--- config.mk ---
export PLATFORM = sky130hd
export DESIGN_NAME = clm_mul
export DESIGN_NICKNAME = d
export VERILOG_FILES = /design/src/sv/clm_pkg.sv /design/src/sv/clm_mul.sv
export SDC_FILE = /design/constraint.sdc
export NUM_CORES = 2
export LEC_CHECK = 0
export BUFFER_PORTS_ARGS = -buffer_cell sky130_fd_sc_hd__clkbuf_2
export CAP_MARGIN = 20
export CORE_UTILIZATION = 52
export CTS_CLUSTER_DIAMETER = 40
export DETAILED_ROUTE_END_ITERATION = 7
export GPL_ROUTABILITY_DRIVEN = 0
export PLACE_DENSITY_LB_ADDON = 0.25
export SYNTH_ARGS = -nofsm -noshare
export SYNTH_HDL_FRONTEND = slang
export SYNTH_SLANG_ARGS = --single-unit
--- constraint.sdc ---
create_clock -name clock -period 12.9 [get_ports clock]
set_clock_uncertainty 0.05 [all_clocks]
set_input_delay 1.29 -clock clock [delete_from_list [all_inputs] [get_ports clock]]
set_output_delay 1.29 -clock clock [all_outputs]
set_load 0.02 [all_outputs]
--- src/sv/clm_pkg.sv ---
// ----------------------------------------------------------------------------
// clm_pkg - camera look and move shared definitions
// Word formats, operation and direction codes, register indexes, the CORDIC
// arctangent table and the small helpers used by the camera datapath.
// ----------------------------------------------------------------------------
package clm_pkg;

   // formats
   localparam int AngW   = 17;            // degrees, 8 fractional bits
   localparam int MulW   = 33;            // shared multiplier operand width
   localparam int ProdW  = 2 * MulW;      // shared multiplier product width
   localparam int CsrW   = 16;
   localparam int AtanCount = 24;

   localparam logic [AngW-1:0] TURN        = 17'd92160;
   localparam logic [AngW-1:0] YAW_RESET   = 17'd69120;
   localparam logic signed [15:0] PITCH_LIM = 16'sd22784;
   localparam logic signed [15:0] VEC_ONE   = 16'sd16384;

   // CORDIC start value (gain compensated), Q30
   localparam logic signed [MulW-1:0] CORDIC_X0 = 33'sd652032875;

   // angle to binary angle: a*2^32/92160 = a*2^21/45; a/45 by reciprocal
   localparam int BamDiv   = 45;
   localparam int RecipM   = 186414;      // ceil(2^23/45)
   localparam int RecipSh  = 23;

   // configuration registers
   localparam logic [15:0] SENS_RESET  = 16'd6554;
   localparam logic [15:0] SPEED_RESET = 16'd1280;

   typedef enum logic {
      REG_LOOK_SENSITIVITY = 1'b0,
      REG_MOVE_SPEED       = 1'b1
   } reg_index_type;

   typedef enum logic {
      OP_LOOK = 1'b0,
      OP_MOVE = 1'b1
   } op_type;

   localparam logic [2:0] DIR_FWD   = 3'd0;
   localparam logic [2:0] DIR_BACK  = 3'd1;
   localparam logic [2:0] DIR_LEFT  = 3'd2;
   localparam logic [2:0] DIR_RIGHT = 3'd3;
   localparam logic [2:0] DIR_UP    = 3'd4;
   localparam logic [2:0] DIR_DOWN  = 3'd5;

   typedef struct packed {
      logic               op;
      logic signed [15:0] look_dx;
      logic signed [15:0] look_dy;
      logic [2:0]         move_dir;
      logic [15:0]        move_dt;
   } req_type;

   typedef struct packed {
      logic signed [31:0] pos_x;
      logic signed [31:0] pos_y;
      logic signed [31:0] pos_z;
      logic signed [15:0] front_x;
      logic signed [15:0] front_y;
      logic signed [15:0] front_z;
      logic signed [15:0] right_x;
      logic signed [15:0] right_z;
      logic signed [15:0] up_x;
      logic signed [15:0] up_y;
      logic signed [15:0] up_z;
   } rsp_type;

   // fractional part of the binary angle for each remainder of a/45
   typedef logic [20:0] frac_tab_type [0:BamDiv-1];

   function automatic frac_tab_type build_frac_tab();
      frac_tab_type t;
      for (int r = 0; r < BamDiv; r++) begin
         t[r] = 21'(((64'(r) << 21) + 64'd22) / 64'd45);
      end
      return t;
   endfunction

   // arctangent of 2^-i, 2^32 units per turn
   function automatic logic [29:0] atan_val(input logic [4:0] idx);
      logic [29:0] v;
      case (idx)
         5'd0:    v = 30'd536870912;
         5'd1:    v = 30'd316933406;
         5'd2:    v = 30'd167458907;
         5'd3:    v = 30'd85004756;
         5'd4:    v = 30'd42667331;
         5'd5:    v = 30'd21354465;
         5'd6:    v = 30'd10679838;
         5'd7:    v = 30'd5340245;
         5'd8:    v = 30'd2670163;
         5'd9:    v = 30'd1335087;
         5'd10:   v = 30'd667544;
         5'd11:   v = 30'd333772;
         5'd12:   v = 30'd166886;
         5'd13:   v = 30'd83443;
         5'd14:   v = 30'd41722;
         5'd15:   v = 30'd20861;
         5'd16:   v = 30'd10430;
         5'd17:   v = 30'd5215;
         5'd18:   v = 30'd2608;
         5'd19:   v = 30'd1304;
         5'd20:   v = 30'd652;
         5'd21:   v = 30'd326;
         5'd22:   v = 30'd163;
         5'd23:   v = 30'd81;
         default: v = 30'd0;
      endcase
      return v;
   endfunction

   // clamp a rounded vector component to +-1.0 in Q2.14
   function automatic logic signed [15:0] clamp_vec(input logic signed [19:0] v);
      logic signed [15:0] r;
      if (v > 20'sd16384) begin
         r = VEC_ONE;
      end else if (v < -20'sd16384) begin
         r = -VEC_ONE;
      end else begin
         r = v[15:0];
      end
      return r;
   endfunction

endpackage

--- src/sv/clm_mul.sv ---
// ----------------------------------------------------------------------------
// clm_mul - shared signed multiplier
// One signed 33x33 multiply per cycle with the product registered; every
// product of the camera top level goes through this unit in turn.
// ----------------------------------------------------------------------------
module clm_mul (
   input  logic                                clock,
   input  logic signed [clm_pkg::MulW-1:0]     mul_a,
   input  logic signed [clm_pkg::MulW-1:0]     mul_b,
   output logic signed [clm_pkg::ProdW-1:0]    prod
);

   logic signed [clm_pkg::ProdW-1:0] prod_ff;
   logic signed [clm_pkg::ProdW-1:0] prod_in;

   assign prod_in = mul_a * mul_b;

   always_ff @(posedge clock) begin
      prod_ff <= prod_in;
   end

   assign prod = prod_ff;

endmodule

; ---- After elaboration in Yosys (flattened, before gate mapping)
; Cells that the tools add are included.
[word_totals]
romBits = 0
memories = 0
ram_bits = 0
output_inout_bits = 66
latchBits = 0
ff_bits = 66
[op_classes]
mux = 0
bitwise = 0
n_mul = 1
magnitude_cmp = 0
add_sub_neg = 0
eq_ne = 0
div_mod_pow = 0
n_reduce_logical = 0
shift = 0
[ops]
columns = operator, n
row1 = $mul A33 B33 Y66, 1

; ---- Longest topological paths before layout
[logic_depth]
ltp_word = 1
mapped_depth = 29
depth_no_buf = 27

; ---- Worst setup path after synthesis
; Ideal clock, no wire load.
[synth_path]
path_type = input -> register
startpoint = input port mul_a[32] in the netlist's numbering
endpoint = register prod_ff (netlist bit prod[65])
path_stages = 22
setup_time_ps = 72
required_time_ps = 12778
arrival_ps = 8439
slack_ps = 4339
path_buffers = 2
path_cell_list = clkbuf_1 > nand2_1 > inv_1 > fa_1 > fa_1 > fa_1 > fa_1 > fa_1 > fa_1 > fa_1 > inv_1 > fa_1 > inv_1 > ha_1 > clkbuf_1 > a21o_1 > a21o_1 > a221o_1 > a31oi_2 > o211ai_1 > o41ai_2 > xnor2_1
[synth_between]
elab_chain_cells = 1
[synth_lines]
columns = item, line_no
row1 = from (decl), clm_mul.sv:8  ; input logic signed [clm_pkg::MulW-1:0] mul_a,
row2 = $mul A33 B33 Y66, clm_mul.sv:16  ; assign prod_in = mul_a * mul_b;
row3 = named net prod_in (one bit), clm_mul.sv:14  ; logic signed [clm_pkg::ProdW-1:0] prod_in;
row4 = to (signal assigned), clm_mul.sv:19  ; prod_ff <= prod_in;
row5 = to (decl), clm_mul.sv:13  ; logic signed [clm_pkg::ProdW-1:0] prod_ff;
; The timed path passes the listed nets, and every way through them passes these cells.

; ---- Worst setup path after layout
[layout_path]
startpoint = input port mul_a[32] in the netlist's numbering
endpoint = register prod_ff (netlist bit prod[59])
; Same word-level chain as after synthesis.

==> flow_summary.yaml <==
setup_path:
  crit_arrival_ns: 10.24
  worst_path_most_repeated_cell: "fa_1"
  crit_chain: "clkbuf_2, nand2_1, inv_1, fa_1, fa_1, fa_1, fa_1, fa_1, fa_1, fa_1, inv_1, fa_1, inv_1, ha_1, a21o_1, a211oi_1, a31oi_1, a211oi_2, o21ai_1, o41ai_2, xnor2_1"
  endpoint_kind: "flip-flop"
  critPathTopFamily: "adder cells"
  critical_path_class: "primary input to flip-flop"
  crit_buf_inv: 4
  cp_data_required_time_ns: 13.18
  slowest_delay_ns: 1.31
  startpoint_type: "primary input"
  critPathSlowestCell: "fa_1"
  crit_path_max_fanout: 33
floorplanning:
  fp-row-count: 101
  ios: 133
  initial_core_util_pct: 52.89
  die_x_microns: 280.6
  die_h_microns: 280.6
  coreArea_sq_um: 76330
  die-area_sq_um: 78740
detailed_routing:
  via_count: 28020
  drtIter0Drc: 1607
  avgViaCountPerCell: 5.304
  postRouteAntennaNets: 0
  wire_per_inst_microns: 19.70
  dr.pass1.iters: 6
  drc: 0
  routed_wl_mm: 104.1
sta:
  min_period_over_period_pct: 77.21
  worst_slew_pin_slew_ns: 1.069
  rsz0062_at_grt: "no"
  clock.fmax_mhz: 100.4
  maxSlewViolCount: 0
  setup_viol: 0
  fin_crit_ns: 9.960
  hold_violations: 0
  fin_tns_setup_ns: 0
  slew_headroom_pct: 28.09
finish:
  fin_area_sq_um: 41960
  layout_common_cells: "fa_1, inv_1, and2_1, nand2_1, ha_1"
  largest_reg_flops: 66
  fin_nets: 5676
  register_area_sq_um: 1321
  multi_input_area_sq_um: 33960
  final_common_cell: "fa_1"
  drive_gt1_share_pct: 4.563
  fill_cells: 7019
  areaGrowthSynthToFinish_pct: 3.952
global_routing:
  gr-usage-all-layers_pct: 28.66
  grt_pass1_wl_mm: 172.1
  antenna_found_initial: 3
  grt_pass1_vias: 31210
  grt-ovfl-total: 0
  grt_max_degree: 34
clocking:
  cts_tree: "done"
  post-cts-setup-buffer-count: 0
  cts.sinks: 66
  cts_resized: 0
  clock-root-buffer: "clkbuf_16"
  clockBufferDepth: 2
  cts_hold_buf: 0
  cts.htree.levels: 3
  clkTransAtPathRegs_ns: 0.07
  numCtsBuffers: 9
placed_design:
  dp_hpwl_mm: 84.19
  place_area_sq_um: 41650
  port_buffers: 132
status:
  status: "finished clean"
synthesis:
  synth_seq_area_share_pct: 3.273
  ys_ff_latch: 66
  yosysWarningCount: 0
  synth_fp_nets: 5731
  synth-async-reset-ratio_pct: 0
  synth_edf_count: 0
  synth.avg_cell_area_sq_um: 9.383
  syn_inst: 4302
  yosys_most_used_dff: "dfxtp_1"
  synth_cell_types: 61
  netlist_area_sq_um: 40370
hold_path:
  hp-class: "primary input to flip-flop"
flow_run:
  maxCapViolCount: 0
synthesized netlist by cell type (all sizes together), types with 5 or more instances:
cell type / instances / area (sq um)
a211oi: 9 / 87.59
a21o: 28 / 210.2
a21oi: 73 / 365.4
a31oi: 10 / 68.81
and2: 563 / 3522
and3: 7 / 43.79
and4: 7 / 61.31
clkbuf: 220 / 825.8
dfxtp: 66 / 1321
fa: 1145 / 22920
ha: 217 / 2715
inv: 1133 / 4253
nand2: 543 / 2038
nand2b: 9 / 56.30
nand3: 18 / 90.09
nand4: 9 / 56.30
nor2: 47 / 176.4
nor3: 8 / 45.04
nor4: 5 / 31.28
o211ai: 7 / 52.55
o21a: 7 / 52.55
o21ai: 43 / 219.0
o21bai: 8 / 60.06
or2: 5 / 31.28
xnor2: 55 / 481.7
xor2: 20 / 175.2
layout make-up:
type | instances | area share, %
multi-input combinational | 2882 | 80.92
inverter | 1133 | 10.14
sequential | 66 | 3.149
tap | 1030 | 3.071
timing repair buffer | 155 | 1.986
clock buffer | 9 | 0.5367
clock inverter | 7 | 0.1968
antenna | 1 | 0.005964
logic make-up after synthesis:
logic type,Yosys count,synth area share [%]
compound gates,217,3.599
flops,66,3.273
fa+ha+maj,1362,63.51
xor+xnor,75,1.627
buf+inv,1354,12.61
simple gates,1228,15.38
through the flow:
step | worst slack (ns) | instances | hold slack, ns | util (%)
finish | 2.940 | 5283 | 1.484 | 54.98
global route | 2.609 | 5283 | 1.471 | 54.98
CTS | 2.898 | 5282 | 1.453 | 54.97
detailed placement | 2.491 | 5266 | 1.655 | 54.57
global placement | 2.522 | 5266 | 1.655 | 54.57
floorplan | 4.339 | 4302 | 1.367 | -
path summary, 6_finish.rpt:
| check | start | endpoint | slack, ns | cells past startpoint |
|---|---|---|---|---|
| worst max-delay path | mul_a[32] | prod[59] | 2.94 | 21 |
| worst min-delay path | mul_a[0] | prod[0] | 1.48 | 3 |
metal layers:
metal  GRT usage [%]  part of all wire, %  routed length (microns)
met1           37.02                   40                    41240
met2           49.04                   51                    52730
met3           4.030                  5.7                     5976
met4           10.68                  4.0                     4151
met5               0                    0                        0
tightest hold or removal path, stage by stage:
cell and delay, ns:
clkbuf_2 0.08, buf_4 0.27, and2_1 0.22
Power is left out: the tool's default activity adds up to more than one toggle a clock period on the data nets, which glitch-free logic cannot reach.
