===== src/sv/clm_pkg.sv =====
// ----------------------------------------------------------------------------
// clm_pkg - camera look and move shared definitions
// Word formats, operation and direction codes, register indexes, the CORDIC
// arctangent table and the small helpers used by the camera datapath.
// ----------------------------------------------------------------------------
package clm_pkg;

   // formats
   localparam int AngW   = 17;            // degrees, 8 fractional bits
   localparam int MulW   = 33;            // shared multiplier operand width
   localparam int ProdW  = 2 * MulW;      // shared multiplier product width
   localparam int CsrW   = 16;
   localparam int AtanCount = 24;

   localparam logic [AngW-1:0] TURN        = 17'd92160;
   localparam logic [AngW-1:0] YAW_RESET   = 17'd69120;
   localparam logic signed [15:0] PITCH_LIM = 16'sd22784;
   localparam logic signed [15:0] VEC_ONE   = 16'sd16384;

   // CORDIC start value (gain compensated), Q30
   localparam logic signed [MulW-1:0] CORDIC_X0 = 33'sd652032875;

   // angle to binary angle: a*2^32/92160 = a*2^21/45; a/45 by reciprocal
   localparam int BamDiv   = 45;
   localparam int RecipM   = 186414;      // ceil(2^23/45)
   localparam int RecipSh  = 23;

   // configuration registers
   localparam logic [15:0] SENS_RESET  = 16'd6554;
   localparam logic [15:0] SPEED_RESET = 16'd1280;

   typedef enum logic {
      REG_LOOK_SENSITIVITY = 1'b0,
      REG_MOVE_SPEED       = 1'b1
   } reg_index_type;

   typedef enum logic {
      OP_LOOK = 1'b0,
      OP_MOVE = 1'b1
   } op_type;

   localparam logic [2:0] DIR_FWD   = 3'd0;
   localparam logic [2:0] DIR_BACK  = 3'd1;
   localparam logic [2:0] DIR_LEFT  = 3'd2;
   localparam logic [2:0] DIR_RIGHT = 3'd3;
   localparam logic [2:0] DIR_UP    = 3'd4;
   localparam logic [2:0] DIR_DOWN  = 3'd5;

   typedef struct packed {
      logic               op;
      logic signed [15:0] look_dx;
      logic signed [15:0] look_dy;
      logic [2:0]         move_dir;
      logic [15:0]        move_dt;
   } req_type;

   typedef struct packed {
      logic signed [31:0] pos_x;
      logic signed [31:0] pos_y;
      logic signed [31:0] pos_z;
      logic signed [15:0] front_x;
      logic signed [15:0] front_y;
      logic signed [15:0] front_z;
      logic signed [15:0] right_x;
      logic signed [15:0] right_z;
      logic signed [15:0] up_x;
      logic signed [15:0] up_y;
      logic signed [15:0] up_z;
   } rsp_type;

   // fractional part of the binary angle for each remainder of a/45
   typedef logic [20:0] frac_tab_type [0:BamDiv-1];

   function automatic frac_tab_type build_frac_tab();
      frac_tab_type t;
      for (int r = 0; r < BamDiv; r++) begin
         t[r] = 21'(((64'(r) << 21) + 64'd22) / 64'd45);
      end
      return t;
   endfunction

   // arctangent of 2^-i, 2^32 units per turn
   function automatic logic [29:0] atan_val(input logic [4:0] idx);
      logic [29:0] v;
      case (idx)
         5'd0:    v = 30'd536870912;
         5'd1:    v = 30'd316933406;
         5'd2:    v = 30'd167458907;
         5'd3:    v = 30'd85004756;
         5'd4:    v = 30'd42667331;
         5'd5:    v = 30'd21354465;
         5'd6:    v = 30'd10679838;
         5'd7:    v = 30'd5340245;
         5'd8:    v = 30'd2670163;
         5'd9:    v = 30'd1335087;
         5'd10:   v = 30'd667544;
         5'd11:   v = 30'd333772;
         5'd12:   v = 30'd166886;
         5'd13:   v = 30'd83443;
         5'd14:   v = 30'd41722;
         5'd15:   v = 30'd20861;
         5'd16:   v = 30'd10430;
         5'd17:   v = 30'd5215;
         5'd18:   v = 30'd2608;
         5'd19:   v = 30'd1304;
         5'd20:   v = 30'd652;
         5'd21:   v = 30'd326;
         5'd22:   v = 30'd163;
         5'd23:   v = 30'd81;
         default: v = 30'd0;
      endcase
      return v;
   endfunction

   // clamp a rounded vector component to +-1.0 in Q2.14
   function automatic logic signed [15:0] clamp_vec(input logic signed [19:0] v);
      logic signed [15:0] r;
      if (v > 20'sd16384) begin
         r = VEC_ONE;
      end else if (v < -20'sd16384) begin
         r = -VEC_ONE;
      end else begin
         r = v[15:0];
      end
      return r;
   endfunction

endpackage


===== src/sv/clm_cordic.sv =====
// ----------------------------------------------------------------------------
// clm_cordic - iterative sine and cosine
// Converts a degree angle to a binary angle, folds it into +-90 degrees and
// runs one CORDIC rotation per cycle through a single shift/add unit.
// ----------------------------------------------------------------------------
module clm_cordic #(
   parameter int STEPS = 16
) (
   input  logic                              clock,
   input  logic                              reset,
   input  logic                              start,
   input  logic [clm_pkg::AngW-1:0]          angle,
   output logic                              done,
   output logic signed [clm_pkg::MulW-1:0]   cos_val,
   output logic signed [clm_pkg::MulW-1:0]   sin_val
);

   localparam int IdxW = (STEPS > 1) ? $clog2(STEPS) : 1;
   localparam logic [IdxW-1:0] LastIdx = IdxW'(STEPS - 1);
   localparam clm_pkg::frac_tab_type FracTab = clm_pkg::build_frac_tab();

   typedef enum logic [3:0] {
      C_IDLE = 4'b0001,
      C_DIV  = 4'b0010,
      C_ROT  = 4'b0100,
      C_OUT  = 4'b1000
   } cstate_type;

   cstate_type state_ff, state_in;
   logic [clm_pkg::AngW-1:0]        a_ff, a_in;
   logic [10:0]                     q_ff, q_in;
   logic [IdxW-1:0]                 i_ff, i_in;
   logic                            neg_ff, neg_in;
   logic signed [clm_pkg::MulW-1:0] x_ff, x_in;
   logic signed [clm_pkg::MulW-1:0] y_ff, y_in;
   logic signed [clm_pkg::MulW-1:0] z_ff, z_in;
   logic                            init_ff, init_in;

   logic [35:0]                     qprod;
   logic [clm_pkg::AngW-1:0]        rem17;
   logic [31:0]                     zraw;
   logic signed [31:0]              zs;
   logic                            fold;
   logic signed [clm_pkg::MulW-1:0] x_sh, y_sh, atan_ext;

   assign qprod    = 36'(a_ff) * 36'(clm_pkg::RecipM);
   assign rem17    = a_ff - 17'(17'(q_ff) * 17'(clm_pkg::BamDiv));
   assign zraw     = {q_ff, FracTab[rem17[5:0]]};
   assign zs       = signed'(zraw);
   assign fold     = (zs > 32'sd1073741824) || (zs < -32'sd1073741824);
   assign x_sh     = x_ff >>> i_ff;
   assign y_sh     = y_ff >>> i_ff;
   assign atan_ext = signed'(33'(clm_pkg::atan_val(5'(i_ff))));

   always_comb begin
      state_in = state_ff;
      a_in     = a_ff;
      q_in     = q_ff;
      i_in     = i_ff;
      neg_in   = neg_ff;
      x_in     = x_ff;
      y_in     = y_ff;
      z_in     = z_ff;
      init_in  = init_ff;
      case (state_ff)
         C_IDLE: begin
            if (start) begin
               a_in     = angle;
               state_in = C_DIV;
            end
         end
         C_DIV: begin
            q_in     = qprod[clm_pkg::RecipSh +: 11];
            init_in  = 1'b1;
            state_in = C_ROT;
         end
         C_ROT: begin
            if (init_ff) begin
               // load the folded binary angle, then rotate
               x_in    = clm_pkg::CORDIC_X0;
               y_in    = '0;
               z_in    = 33'(signed'({zraw[31] ^ fold, zraw[30:0]}));
               neg_in  = fold;
               i_in    = '0;
               init_in = 1'b0;
            end else begin
               if (!z_ff[clm_pkg::MulW-1]) begin
                  x_in = x_ff - y_sh;
                  y_in = y_ff + x_sh;
                  z_in = z_ff - atan_ext;
               end else begin
                  x_in = x_ff + y_sh;
                  y_in = y_ff - x_sh;
                  z_in = z_ff + atan_ext;
               end
               if (i_ff == LastIdx) begin
                  state_in = C_OUT;
               end else begin
                  i_in = i_ff + 1'b1;
               end
            end
         end
         C_OUT: begin
            state_in = C_IDLE;
         end
         default: begin
            state_in = C_IDLE;
         end
      endcase
   end

   always_ff @(posedge clock) begin
      if (reset) begin
         state_ff <= C_IDLE;
         init_ff  <= 1'b0;
      end else begin
         state_ff <= state_in;
         init_ff  <= init_in;
      end
      a_ff   <= a_in;
      q_ff   <= q_in;
      i_ff   <= i_in;
      neg_ff <= neg_in;
      x_ff   <= x_in;
      y_ff   <= y_in;
      z_ff   <= z_in;
   end

   assign done    = (state_ff == C_OUT);
   assign cos_val = neg_ff ? -x_ff : x_ff;
   assign sin_val = neg_ff ? -y_ff : y_ff;

endmodule


===== config.mk =====
export PLATFORM = sky130hd
export DESIGN_NAME = clm_cordic
export DESIGN_NICKNAME = d
export VERILOG_FILES = /design/src/sv/clm_pkg.sv /design/src/sv/clm_cordic.sv
export SDC_FILE = /design/constraint.sdc
export NUM_CORES = 1
export LEC_CHECK = 0
export ABC_AREA = 1
export BUFFER_PORTS_ARGS = -buffer_cell sky130_fd_sc_hd__buf_2
export CORE_ASPECT_RATIO = 1.2
export CORE_MARGIN = 5
export CORE_UTILIZATION = 49
export DETAILED_ROUTE_END_ITERATION = 10
export PLACE_DENSITY = 0.65
export SKIP_LAST_GASP = 1
export SYNTH_ARGS = -nofsm -noshare
export SYNTH_HDL_FRONTEND = slang
export SYNTH_SLANG_ARGS = --single-unit

===== constraint.sdc =====
create_clock -name clock -period 7.7 [get_ports clock]
set_input_delay 1.155 -clock clock [delete_from_list [all_inputs] [get_ports clock]]
set_output_delay 1.155 -clock clock [all_outputs]
set_load 0.01 [all_outputs]

Word-level counts from Yosys, hierarchy flattened
Memories as Yosys holds them, arrays and structs flattened. A register that Yosys moved wholly into a read port is not among the register bits.
Cells that the tools add are included.
{ "totals": {"latchBits": 0, "in_bits": 20, "ff_bits": 137, "out_inout_bits": 67, "rom_bits": 1824, "mem_count": 2, "ram_bits": 0, "word_cells": 61} }
{ "memory_table": {"columns": ["memory", "words", "word_bits", "read_ports", "rd_clocked_by_memory_dff", "write_ports", "line_no", "source"], "rows": [
  ["(name not given)", 64, 21, 1, 0, 0, "clm_cordic.sv:48", "assign zraw = {q_ff, FracTab[rem17[5:0]]};"],
  ["(name not given)", 16, 30, 1, 1, 0, "clm_pkg.sv:85", "case (idx)"]
]} }
{ "op_classes": {"eq_ne": 9, "n_addsub": 10, "n_reduce_logical": 6, "shift": 2, "magnitude_cmp": 3, "muxes": 16, "n_mul": 2, "bitwise": 2, "div": 0} }
{ "op_table": {"columns": ["cell", "n"], "rows": [
  ["$mux W33", 6],
  ["$add A33 B33 Y33", 2],
  ["$neg A33 Y33", 2],
  ["$sshr A33 B4 Y33", 2],
  ["$sub A33 B33 Y33", 2],
  ["$mux W21", 2],
  ["$add A33 B31 Y33", 1],
  ["$mul A17 B17 Y33 const B", 1],
  ["$sub A33 B31 Y33", 1],
  ["$gt A32 B32 Y1 const B", 1],
  ["$lt A32 B31 Y1 const B", 1],
  ["$mux W4", 6],
  ["$pmux W4 S3", 1],
  ["$mul A11 B6 Y6 const B", 1],
  ["$eq A4 B4 Y1 const B", 2],
  ["$ne A2 B2 Y1 const B", 4],
  ["$ge A7 B7 Y1 const B", 1],
  ["$not A6 Y7", 1],
  ["$reduce_and A2 Y1", 3],
  ["$sub A6 B6 Y6", 1],
  ["$add A4 B1 Y4 const B", 1],
  ["$eq A4 B1 Y1 const B", 1],
  ["$eq A4 B2 Y1 const B", 1],
  ["$eq A4 B3 Y1 const B", 1],
  ["other kinds (5)", 5]
]} }

Longest topological paths before layout
Gate-level depths: netlist (run 1).
{ "logic_depth": {"depth_word": 10, "ltp_mapped": 33, "depth_no_buf": 31} }

Worst setup path after synthesis (run 1)
OpenSTA, ideal clock, no wires.
{ "synth_path": {"path_type": "reg-to-reg", "start": "reg state_ff[0]", "end": "reg, netlist name atan_ext[1]", "synth_period_minus_slack_ns": 6.415, "t_arrival_ns": 6.271, "t_required_ns": 7.555, "n_path_buf": 0, "path_stages_with_launch": 14, "setup_time_ns": 0.145, "slack_ns": 1.285, "path_cell_list": "dfxtp_1 -> nor2_1 -> inv_2 -> nor3_2 -> inv_2 -> a31oi_4 -> o21ai_0 -> o21ai_1 -> inv_1 -> ha_1 -> inv_1 -> nor2_1 -> o21ai_1 -> o311ai_0"} }
{ "synth_between": {"elab_chain_cells": 3} }
{ "synth_rtl": {"columns": ["element", "line_no", "source"], "rows": [
  ["start: declaration", "clm_cordic.sv:29", "cstate_type state_ff, state_in;"],
  ["start signal: assignment", "clm_cordic.sv:117", "state_ff <= state_in;"],
  ["$eq A4 B3 Y1", "clm_cordic.sv:65", "case (state_ff)"],
  ["$reduce_and A2 Y1 (no source line)", null, null],
  ["$mux W4 (no source line)", null, null]
]} }
Every way passes these cells.
A chain may end at the register's enable or synchronous reset.

Final worst setup path (run 1)
{ "layout_path": {"start": "reg i_ff[2]", "end": "reg y_ff[19] (netlist bit) (data pin)"} }
{ "layout_between": {"elab_chain_cells": 3, "elab_cells_between_ends": 4, "classes_between": "add/sub (2); shift (1); mux (1)"} }
{ "layout_rtl": {"columns": ["element", "line_no", "source"], "rows": [
  ["start: declaration", "clm_cordic.sv:32", "logic [IdxW-1:0] i_ff, i_in;"],
  ["start signal: assignment", "clm_cordic.sv:122", "i_ff <= i_in;"],
  ["$sshr A33 B4 Y33 (*)", "clm_cordic.sv:51", "assign x_sh = x_ff >>> i_ff;"],
  ["$add A33 B33 Y33 or $sub A33 B33 Y33 (tied branches)", "clm_cordic.sv:89, clm_cordic.sv:93", null],
  ["$mux W33 (*)", "clm_cordic.sv:87", "if (!z_ff[clm_pkg::MulW-1]) begin"],
  ["end signal: assignment", "clm_cordic.sv:125", "y_ff <= y_in;"],
  ["end: declaration", "clm_cordic.sv:35", "logic signed [clm_pkg::MulW-1:0] y_ff, y_in;"]
]} }
Every way passes the cells marked *; elsewhere a longest branch is shown, timed or not.

==> results of run 1 <==
flip-flops by register name, indices dropped and copies added, names as in the netlist:
register,flops
state_ff,4
z_ff,33
y_ff,33
x_ff,33
neg_ff,1
init_ff,1
i_ff,4
atan_ext,30
a_ff,17
q_ff,11
area by class of cell:
class | instances | area share, %
Inverter | 485 | 7.057
Clock inverter | 14 | 0.4892
Multi-Input combinational cell | 2805 | 67.37
Tap cell | 637 | 3.085
Timing Repair Buffer | 107 | 2.276
Clock buffer | 18 | 1.661
Sequential cell | 167 | 18.06
worst max path at each step:
stage | from | endpoint | slack (ns) | cells after the start
after floorplan | state_ff[0]$_SDFFE_PP1P_ | atan_ext[1]$_DFF_P_ | 1.28 | 13
after global placement | i_ff[1]$_SDFFCE_PP0P_ | x_ff[29]$_SDFFCE_PP1N_ | 2.47 | 31
after detailed placement | i_ff[1]$_SDFFCE_PP0P_ | x_ff[29]$_SDFFCE_PP1N_ | 2.45 | 31
after CTS | i_ff[1]$_SDFFCE_PP0P_ | x_ff[29]$_SDFFCE_PP1N_ | 2.35 | 31
after global routing | i_ff[1]$_SDFFCE_PP0P_ | x_ff[29]$_SDFFCE_PP1N_ | 1.76 | 31
final | i_ff[2]$_SDFFCE_PP0P_ | y_ff[19]$_SDFFCE_PP0N_ | 2.30 | 24
power by group through the flow:
stage | registers, mW | logic (mW) | clock network (mW)
after CTS | 1.12 | 5.23 | 0.885
after detailed placement | 1.14 | 5.20 | 0
after global placement | 1.14 | 5.20 | 0
final | 1.12 | 5.22 | 0.871
after floorplan | 1.13 | 3.91 | 0
after global routing | 1.12 | 5.96 | 0.915
cell families (layout without fill, tap and decap cells):
family	count (synthesis)	after routing
AO/OA/AOI/OAI	602	602
XOR/XNOR	186	186
flip-flops	167	167
adder cells (fa/ha/maj)	353	353
buffers and inverters	592	624
AND/OR/NAND/NOR	1664	1664
layout by cell type, fill, tap and decap left out, drive strengths merged, types with 2 or more instances in the layout:
cell and instances:
nand2 774, inv 488, nand3 430, nor2 306
ha 262, a21oi 241, o21ai 235, edfxtp 132
xor2 120, buf 107, fa 91, nor3 68
xnor2 66, dfxtp 35, nand4 30, o21a 27
a31oi 27, or2 25, clkbuf 18, nor4 16
a21o 12, o21bai 11, o211ai 10, o31ai 9
nand3b 8, a21boi 6, a211oi 5, and3 5
clkinvlp 5, clkinv 5, a221oi 4, o22ai 4
o221ai 3, and2 2, o311ai 2
worst min-delay path, stage by stage, from the launching register on:
cell and delay (ns):
edfxtp_1 0.35, nand2_1 0.05, nand2_1 0.05
through the flow:
stage	util (%)	total power [mW]	hold WS, ns	instance area [sq um]
after CTS	52.48	7.239	0.5621	25830
final	52.48	7.216	0.5565	25830
after global placement	51.35	6.339	0.5579	25280
after detailed placement	51.35	6.337	0.5451	25280
after global routing	52.48	7.999	0.5814	25830
after floorplan	-	5.037	0.5131	24430
metal layers:
layer / up-vias / share of wire (%) / wire length [um] / track usage [%]
li1: 11925 / - / - / -
met1: 10715 / 41 / 29470 / 31.05
met2: 547 / 52 / 36720 / 48.18
met3: 129 / 3.2 / 2249 / 2.165
met4: 0 / 3.8 / 2722 / 9.924
met5: - / 0 / 0 / 0
==> impl_metrics.toml, run 1 <==
[die]
die_y_um = 254.6
rows = 89
pin_count = 87
initial_core_util_pct = 49.63
core_sq_um = 49220
die_area_sq_um = 54440
die_w_um = 213.8

[drt]
dr.pass1.iters = 6
num_vias = 23316
route.detailed.wl_per_inst_um = 16.81
drc = 0
drt-total-wl_mm = 71.17
avgViaCountPerCell = 5.508
drt_iter0_markers = 1657
ant_nets = 0

[sta]
fmax_ghz = 0.1851
fin_setup_tns_ns = 0
report.final.slew_viol_count = 0
period_share_pct = 70.15
fin_skew_ns = 0.01969
setup_ws_ns = 2.298
hold_viol = 0
post-route-min-period_ns = 5.402
setup_viol = 0
worstMarginPinSlew_ns = 0.9275
slew_headroom_pct = 37.75
rsz0062_at_grt = "no"

[worst_setup_path]
crit_fanout = 62
r2r_cells = 24
reg2reg_slack_ns = 2.30
path_buf_inv = 5
slowest_stage = "o21ai_0"
cp.required_ns = 7.93
cp_top_family = "compound AO/OA/AOI/OAI gates"
crit_top_cell = "nand2_1"
r2r_start = "i_ff[2]$_SDFFCE_PP0P_"
crit_arrival_ns = 5.63
crit_path_end_kind = "flip-flop"
slowest_delay_ns = 0.53
setup.worst_path.start_class = "flip-flop"
r2r_end = "y_ff[19]$_SDFFCE_PP0N_"
crit_chain = "buf_4 > inv_2 > buf_4 > nand3_1 > nand2_1 > inv_1 > o21ai_1 > inv_1 > ha_1 > nand2_1 > nor2_1 > nand3_1 > nand2_1 > xor2_1 > ha_1 > nand4_1 > nor3_1 > a21oi_1 > o21ai_0 > a21oi_1 > o21ai_0 > nand2_1 > nand2_1 > nor2_1"
critPathKind = "flip-flop to flip-flop"

[finish]
area_delta_synth_final_pct = 5.741
diodes = 0
layoutNonFillerInstCount = 4233
seq_area_sq_um = 4666
nNetsFinal = 3956
fillerInstances = 5077
drive_above_1_share_pct = 7.119
multi_input_area_sq_um = 17400

[status]
status = "finished clean"

[place]
dp_slack_ns = 2.448
gp_congestion = 0.9345
port_buffers = 86
dpl.hpwl_mm = 57.58
dp.cells = 4201

[hold_path]
hp-class = "flip-flop to flip-flop"
min_to = "z_ff[28]$_DFFE_PN_"
min_delay_path_depth = 2
min_from = "q_ff[7]$_DFFE_PP_"

[synthesis]
yosys.area_share.simple_pct = 29.95
synth_top_flop_cell = "edfxtp_1"
synthMuxAreaShare_pct = 0
synthXorXnorAreaFrac_pct = 6.668
synth_top_area_share_pct = 16.23
ys_async_sr_fraction_pct = 0
synth_top_family_by_area = "simple AND/OR/NAND/NOR gates"
netlist_instances = 3564
synthAdderAreaFrac_pct = 20.88
yosysWarnings = 0
synth_cell_types = 58
yosysTopAreaCell = "edfxtp_1"
synth_compound_area_share_pct = 13.72
synth_fp_nets = 3937
synth_most_common_cell = "nand2_1"
synth_edf_count = 132
synth_seq_cells = 167
ys_seq_area_share_pct = 19.09
synth_area_sq_um = 24430
synth_area_per_cell_sq_um = 6.855
synth_common_cells = "nand2_1 (754), inv_1 (453), nand3_1 (425)"
yosys-top-cells-area = "edfxtp_1 (16%), ha_1 (13%), nand2_1 (12%)"

[clock_tree]
clkLatencyLatePin_ns = 0.48
cts_setup_buffers = 0
cts-hold-fix-buffers = 0
h-tree-depth = 4
cts_made_buffers = 17
clk_pin_slew_ns = 0.07
clock-sinks = 167
root_buffer = "clkbuf_16"
cts_tree = "built"
clock_path_buffers = 2
cts_resized = 0

[global_routing]
grt_max_degree = 73
antenna_found_initial = 0
grt_pass1_wl_mm = 114.1
grt_overflow = 0
track_usage_pct = 25.99
grt_pass1_vias = 22396

[pwr]
pwr-share-comb_pct = 72.4
seq_power_share_pct = 15.5
switching_share_pct = 53.36
leakage_nw = 12.53
switching_power_mw = 3.851
p_clk_share_pct = 12.1
power.density_nw_per_um2 = 279.3
internal_power_mw = 3.365
ir_worst_vdd_uv = 412.6

[job]
maxCapViolations = 0
Note: power is estimated with default switching activity, not from simulation.
==> run 2, diff against run 1 <==
==> constraint.sdc (replaced) <==
create_clock -name clock -period 5.1 [get_ports clock]
set_input_delay 0.765 -clock clock [delete_from_list [all_inputs] [get_ports clock]]
set_output_delay 0.765 -clock clock [all_outputs]
set_load 0.01 [all_outputs]
==> run 2 against run 1 <==
Setup slack got worse by 2.2 ns. Cell count increased by 1.1%. Wire length increased by 2.2%. Combinational power increased by 54%. Sequential cell count unchanged. Worst hold slack got worse by 0.12 ns. Critical path depth decreased by 7. Via count increased by 1.1%. Core utilization increased by 1.2 points. Sequential power increased by 50%. First-iteration DRC count decreased by 1.2%. Clock skew decreased by 0.0024 ns. Largest cell class unchanged. Highest routed layer unchanged.
==> impl_metrics.toml, run 2 (same netlist as run 1, synthesis figures left out) <==
[pwr]
pwr-share-comb_pct = 72.6
switching_share_pct = 53.18
total_power_mw = 11.10
ir_worst_vdd_uv = 661.0
p_clk_share_pct = 12.3
internal_power_mw = 5.195
power.density_nw_per_um2 = 420.2
seq_power_share_pct = 15.1
switching_power_mw = 5.900
leakage_nw = 12.83

[worst_setup_path]
r2r_cells = 17
worst-path-stages = 17
r2r_start = "a_ff[7]$_DFFE_PP_"
crit_chain = "ha_1 > fa_1 > inv_1 > fa_1 > fa_1 > inv_1 > fa_1 > inv_1 > fa_1 > inv_1 > ha_1 > a21oi_1 > o21ai_0 > a21oi_1 > nand3_1 > a21oi_1 > xor2_1"
crit_arrival_ns = 5.20
crit_path_end_kind = "flip-flop"
crit_fanout = 4
critPathKind = "flip-flop to flip-flop"
slowest_stage = "fa_1"
crit_top_cell = "fa_1"
path_buf_inv = 4
r2r_end = "q_ff[7]$_DFFE_PP_"
slowest_delay_ns = 0.50
cp_top_family = "adder cells"
cp.required_ns = 5.34
reg2reg_slack_ns = 0.13
setup.worst_path.start_class = "flip-flop"

[sta]
period_share_pct = 97.36
rsz0062_at_grt = "yes"
slew_headroom_pct = 39.87
setup_viol = 0
post-route-min-period_ns = 4.965
fmax_ghz = 0.2014
report.final.slew_viol_count = 0
hold_viol = 0
holdWs_ns = 0.4319
worstMarginPinSlew_ns = 0.9019
fin_skew_ns = 0.01729

[drt]
drc = 0
num_vias = 23581
drt_iter0_markers = 1637
drt-total-wl_mm = 72.75
avgViaCountPerCell = 5.511
route.detailed.wl_per_inst_um = 17.00
ant_nets = 0
dr.pass1.iters = 8

[clock_tree]
clkLatencyLatePin_ns = 0.50
cts_made_buffers = 17
clk_pin_slew_ns = 0.08
h-tree-depth = 4
cts_tree = "built"
root_buffer = "clkbuf_16"
clock-sinks = 167
clock_path_buffers = 2

[finish]
top_regs = "x_ff (33), y_ff (33), z_ff (33)"
diodes = 0
finish.utilization_pct = 53.65
fin_area_sq_um = 26410
nNetsFinal = 4002
area_delta_synth_final_pct = 8.087
final_cell_mix = "nand2_1 (751), inv_1 (450), nand3_1 (425), nor2_1 (287), ha_1 (258)"
layout_commonest_cell = "nand2_1"
drive_above_1_share_pct = 8.924
layoutNonFillerInstCount = 4279
fillerInstances = 5011

[place]
dpl_cell_area_sq_um = 25670
dpl.hpwl_mm = 59.51
gp_congestion = 0.9668
port_buffers = 86
dp.cells = 4241

[global_routing]
grt_util_met1_pct = 30.69
grt_max_degree = 67
met3_usage_pct = 3.371
grt_overflow = 0
grt_pass1_vias = 22401
top_usage_layer = "met2"
grt_use_met2_pct = 48.67
grt_pass1_wl_mm = 115.5
track_usage_pct = 26.55
antenna_found_initial = 0

[die]
core_sq_um = 49220
initial_core_util_pct = 49.63
pin_count = 87
die_area_sq_um = 54440
die_y_um = 254.6
die_w_um = 213.8
rows = 89

[status]
status = "finished clean"

[hold_path]
min_delay_path_depth = 1
min_to = "a_ff[9]$_DFFE_PP_"
hp-class = "input port to flip-flop"
min_from = "angle[9]"

[job]
maxCapViolations = 0
## run 2: cell types whose count changed in the layout (fill, tap and decap cells not counted), sizes merged
| cell | change |
|---|---|
| buf | +46 |
| clkinvlp | -5 |
| inv | +5 |
| bufinv | -1 |
| clkbuf | +1 |
## run 2: stage by stage
stage                     setup TNS, ns  setup slack (ns)
final                                 0            0.1348
after global placement                0            0.1651
after detailed placement              0           0.07254
after floorplan                       0            0.2984
after CTS                             0           0.08088
after global routing            -0.2445           -0.1208
## run 2: worst max path at each step
stage / end / from
floorplan: q_ff[6]$_DFFE_PP_ / a_ff[2]$_DFFE_PP_
global placement: q_ff[6]$_DFFE_PP_ / a_ff[3]$_DFFE_PP_
detailed placement: q_ff[6]$_DFFE_PP_ / a_ff[3]$_DFFE_PP_
CTS: q_ff[6]$_DFFE_PP_ / a_ff[3]$_DFFE_PP_
global route: q_ff[6]$_DFFE_PP_ / a_ff[2]$_DFFE_PP_
finish: q_ff[7]$_DFFE_PP_ / a_ff[7]$_DFFE_PP_
## run 2: what timing repair did
item                                    in CTS  in global routing
endpoints found under the setup margin       0                 18
buffers inserted                             0                  6
endpoints found under the hold margin        0                  0
gates resized for setup                      0                 30
hold buffers                                 0                  0
## run 2: per-layer routing
metal  share of wire, %  vias up
li1                   -    12030
met5                  0        -
met1                 40    10754
met3                3.8      175
met4                4.8        0
met2                 51      622
## run 2: cell type report
class	count	area (sq um)	share of cell area, %
Timing Repair Buffer	153	1021	3.867
Inverter	485	1824	6.909
Clock buffer	19	454.2	1.720
Clock inverter	13	128.9	0.4881
Multi-Input combinational cell	2805	17510	66.33
Tap cell	637	797.0	3.018
Sequential cell	167	4666	17.67
## run 2: power groups by stage
stage	logic (mW)	clock network [mW]	registers (mW)
global placement	7.80	0	1.71
CTS	7.90	1.40	1.68
global route	9.17	1.45	1.69
floorplan	5.91	0	1.70
detailed placement	7.83	0	1.71
finish	8.05	1.36	1.68
==> run 3, diff against run 2 <==
--- a/config.mk
+++ b/config.mk
@@ -8,10 +8,10 @@
 export ABC_AREA = 1
 export BUFFER_PORTS_ARGS = -buffer_cell sky130_fd_sc_hd__buf_2
 export CORE_ASPECT_RATIO = 1.2
-export CORE_MARGIN = 5
 export CORE_UTILIZATION = 49
 export DETAILED_ROUTE_END_ITERATION = 10
 export PLACE_DENSITY = 0.65
+export REMOVE_ABC_BUFFERS = 1
 export SKIP_LAST_GASP = 1
 export SYNTH_ARGS = -nofsm -noshare
 export SYNTH_HDL_FRONTEND = slang
==> run 3 against run 2 <==
Power rose by 1.8%. Via count increased by 1.7%. Highest routed layer is now met5. Clock power about the same. First-iteration DRC count grew 3.5%.
==> impl_metrics.toml, run 3 (same netlist as run 1, synthesis figures left out) <==
[drt]
drc = 0
drt-total-wl_mm = 73.30
num_vias = 23975
drt_iter0_markers = 1695
avgViaCountPerCell = 5.589
route.detailed.wl_per_inst_um = 17.09
dr.pass1.iters = 7
ant_nets = 0

[finish]
layout_commonest_cell = "nand2_1"
final_cell_mix = "nand2_1 (751), inv_1 (450), nand3_1 (425), nor2_1 (285), ha_1 (254)"
drive_above_1_share_pct = 9.444
nNetsFinal = 4013
area_delta_synth_final_pct = 8.640
diodes = 0
top_regs = "x_ff (33), y_ff (33), z_ff (33)"
multi_input_area_sq_um = 17560
fin_area_sq_um = 26540
seq_area_sq_um = 4666
fillerInstances = 4996

[worst_setup_path]
startpoint = "a_ff[4]$_DFFE_PP_"
cp_top_family = "adder cells"
slowest_delay_ns = 0.51
setup.worst_path.start_class = "flip-flop"
crit_arrival_ns = 5.18
crit_path_end_kind = "flip-flop"
cp.required_ns = 5.36
crit_fanout = 4
path_buf_inv = 5
r2r_start = "a_ff[4]$_DFFE_PP_"
r2r_cells = 18
critPathKind = "flip-flop to flip-flop"
crit_chain = "ha_2 > fa_1 > inv_1 > fa_1 > fa_1 > inv_1 > fa_1 > inv_1 > fa_1 > inv_1 > ha_1 > nand2_1 > nor2_4 > a21oi_1 > nand2_2 > buf_4 > a31oi_1 > xor2_1"
slowest_stage = "fa_1"
worst-path-stages = 18
crit_top_cell = "fa_1"

[global_routing]
grt_max_degree = 67
track_usage_pct = 28.98
grt_pass1_wl_mm = 115.0
grt_overflow = 0
antenna_found_initial = 1
grt_pass1_vias = 22285

[sta]
worstMarginPinSlew_ns = 0.9757
fin_skew_ns = 0.01584
slew_headroom_pct = 34.88
period_share_pct = 96.36
hold_viol = 0
holdWs_ns = 0.4216
rsz0062_at_grt = "yes"
fmax_ghz = 0.2035
setup_viol = 0
post-route-min-period_ns = 4.915
report.final.slew_viol_count = 0
setup_ws_ns = 0.1855
fin_setup_tns_ns = 0

[clock_tree]
clock_path_buffers = 2
h-tree-depth = 4
cts_made_buffers = 17
root_buffer = "clkbuf_16"
clk_pin_slew_ns = 0.08
cts_tree = "built"
clock-sinks = 167
cts-hold-fix-buffers = 0
clkLatencyLatePin_ns = 0.52

[pwr]
power.density_nw_per_um2 = 425.7
ir_worst_vdd_uv = 1089
total_power_mw = 11.30
leakage_nw = 12.88

[place]
dp_slack_ns = 0.06043
gp_congestion = 0.9466
dpl.hpwl_mm = 58.98
port_buffers = 86
dpl_cell_area_sq_um = 25740

[die]
die_y_um = 246.6
pin_count = 87
die_w_um = 205.8
rows = 89
die_area_sq_um = 50760
initial_core_util_pct = 49.63
core_sq_um = 49220

[hold_path]
hp-class = "input port to flip-flop"
min_from = "angle[12]"
min_delay_path_depth = 1

[status]
status = "finished clean"

[job]
maxCapViolations = 0
-- run 3: changes by cell type in the layout (fill, tap and decap cells not counted), sizes merged --
cell and change:
buf +11, clkbuf -1, clkinv +1
-- run 3: report_power, final --
part / total (mW) / switching (mW) / internal, mW
Clock: 1.39 / 0.710 / 0.682
Sequential: 1.68 / 0.0485 / 1.63
Combinational: 8.23 / 5.27 / 2.95
Total: 11.3 / 6.03 / 5.27
-- run 3: stage by stage --
step	std cells	util, %
floorplan	3457	-
CTS	4285	53.53
global placement	4253	52.31
global route	4290	53.92
detailed placement	4253	52.31
finish	4290	53.92
-- run 3: cell type report --
cell class                 instances  area share, %
multi-input combinational       2805          66.15
clock buffer                      18          1.697
sequential                       167          17.58
tap                              637          3.003
inverter                         485          6.892
timing repair buffer             164          4.111
clock inverter                    14         0.5657
-- run 3: path summary, 6_finish.rpt --
kind | slack (ns) | end
max | 0.19 | q_ff[10]$_DFFE_PP_
min | 0.42 | a_ff[12]$_DFFE_PP_
min reg2reg | 0.57 | z_ff[27]$_DFFE_PN_
max reg2reg | 0.19 | q_ff[10]$_DFFE_PP_
-- run 3: layer usage --
layer  GRT usage (%)  vias to the layer above  wire [um]
met5               0                        -         18
met4           13.71                        2       3289
met3           3.730                      171       2879
met2           51.24                      724      36600
met1           34.43                    11020      30510
li1                -                    12058          -
-- run 3: repair_timing --
action	4_1_cts	5_1_grt
buffers inserted	0	5
gates resized for setup	0	44
setup endpoints to repair	0	22
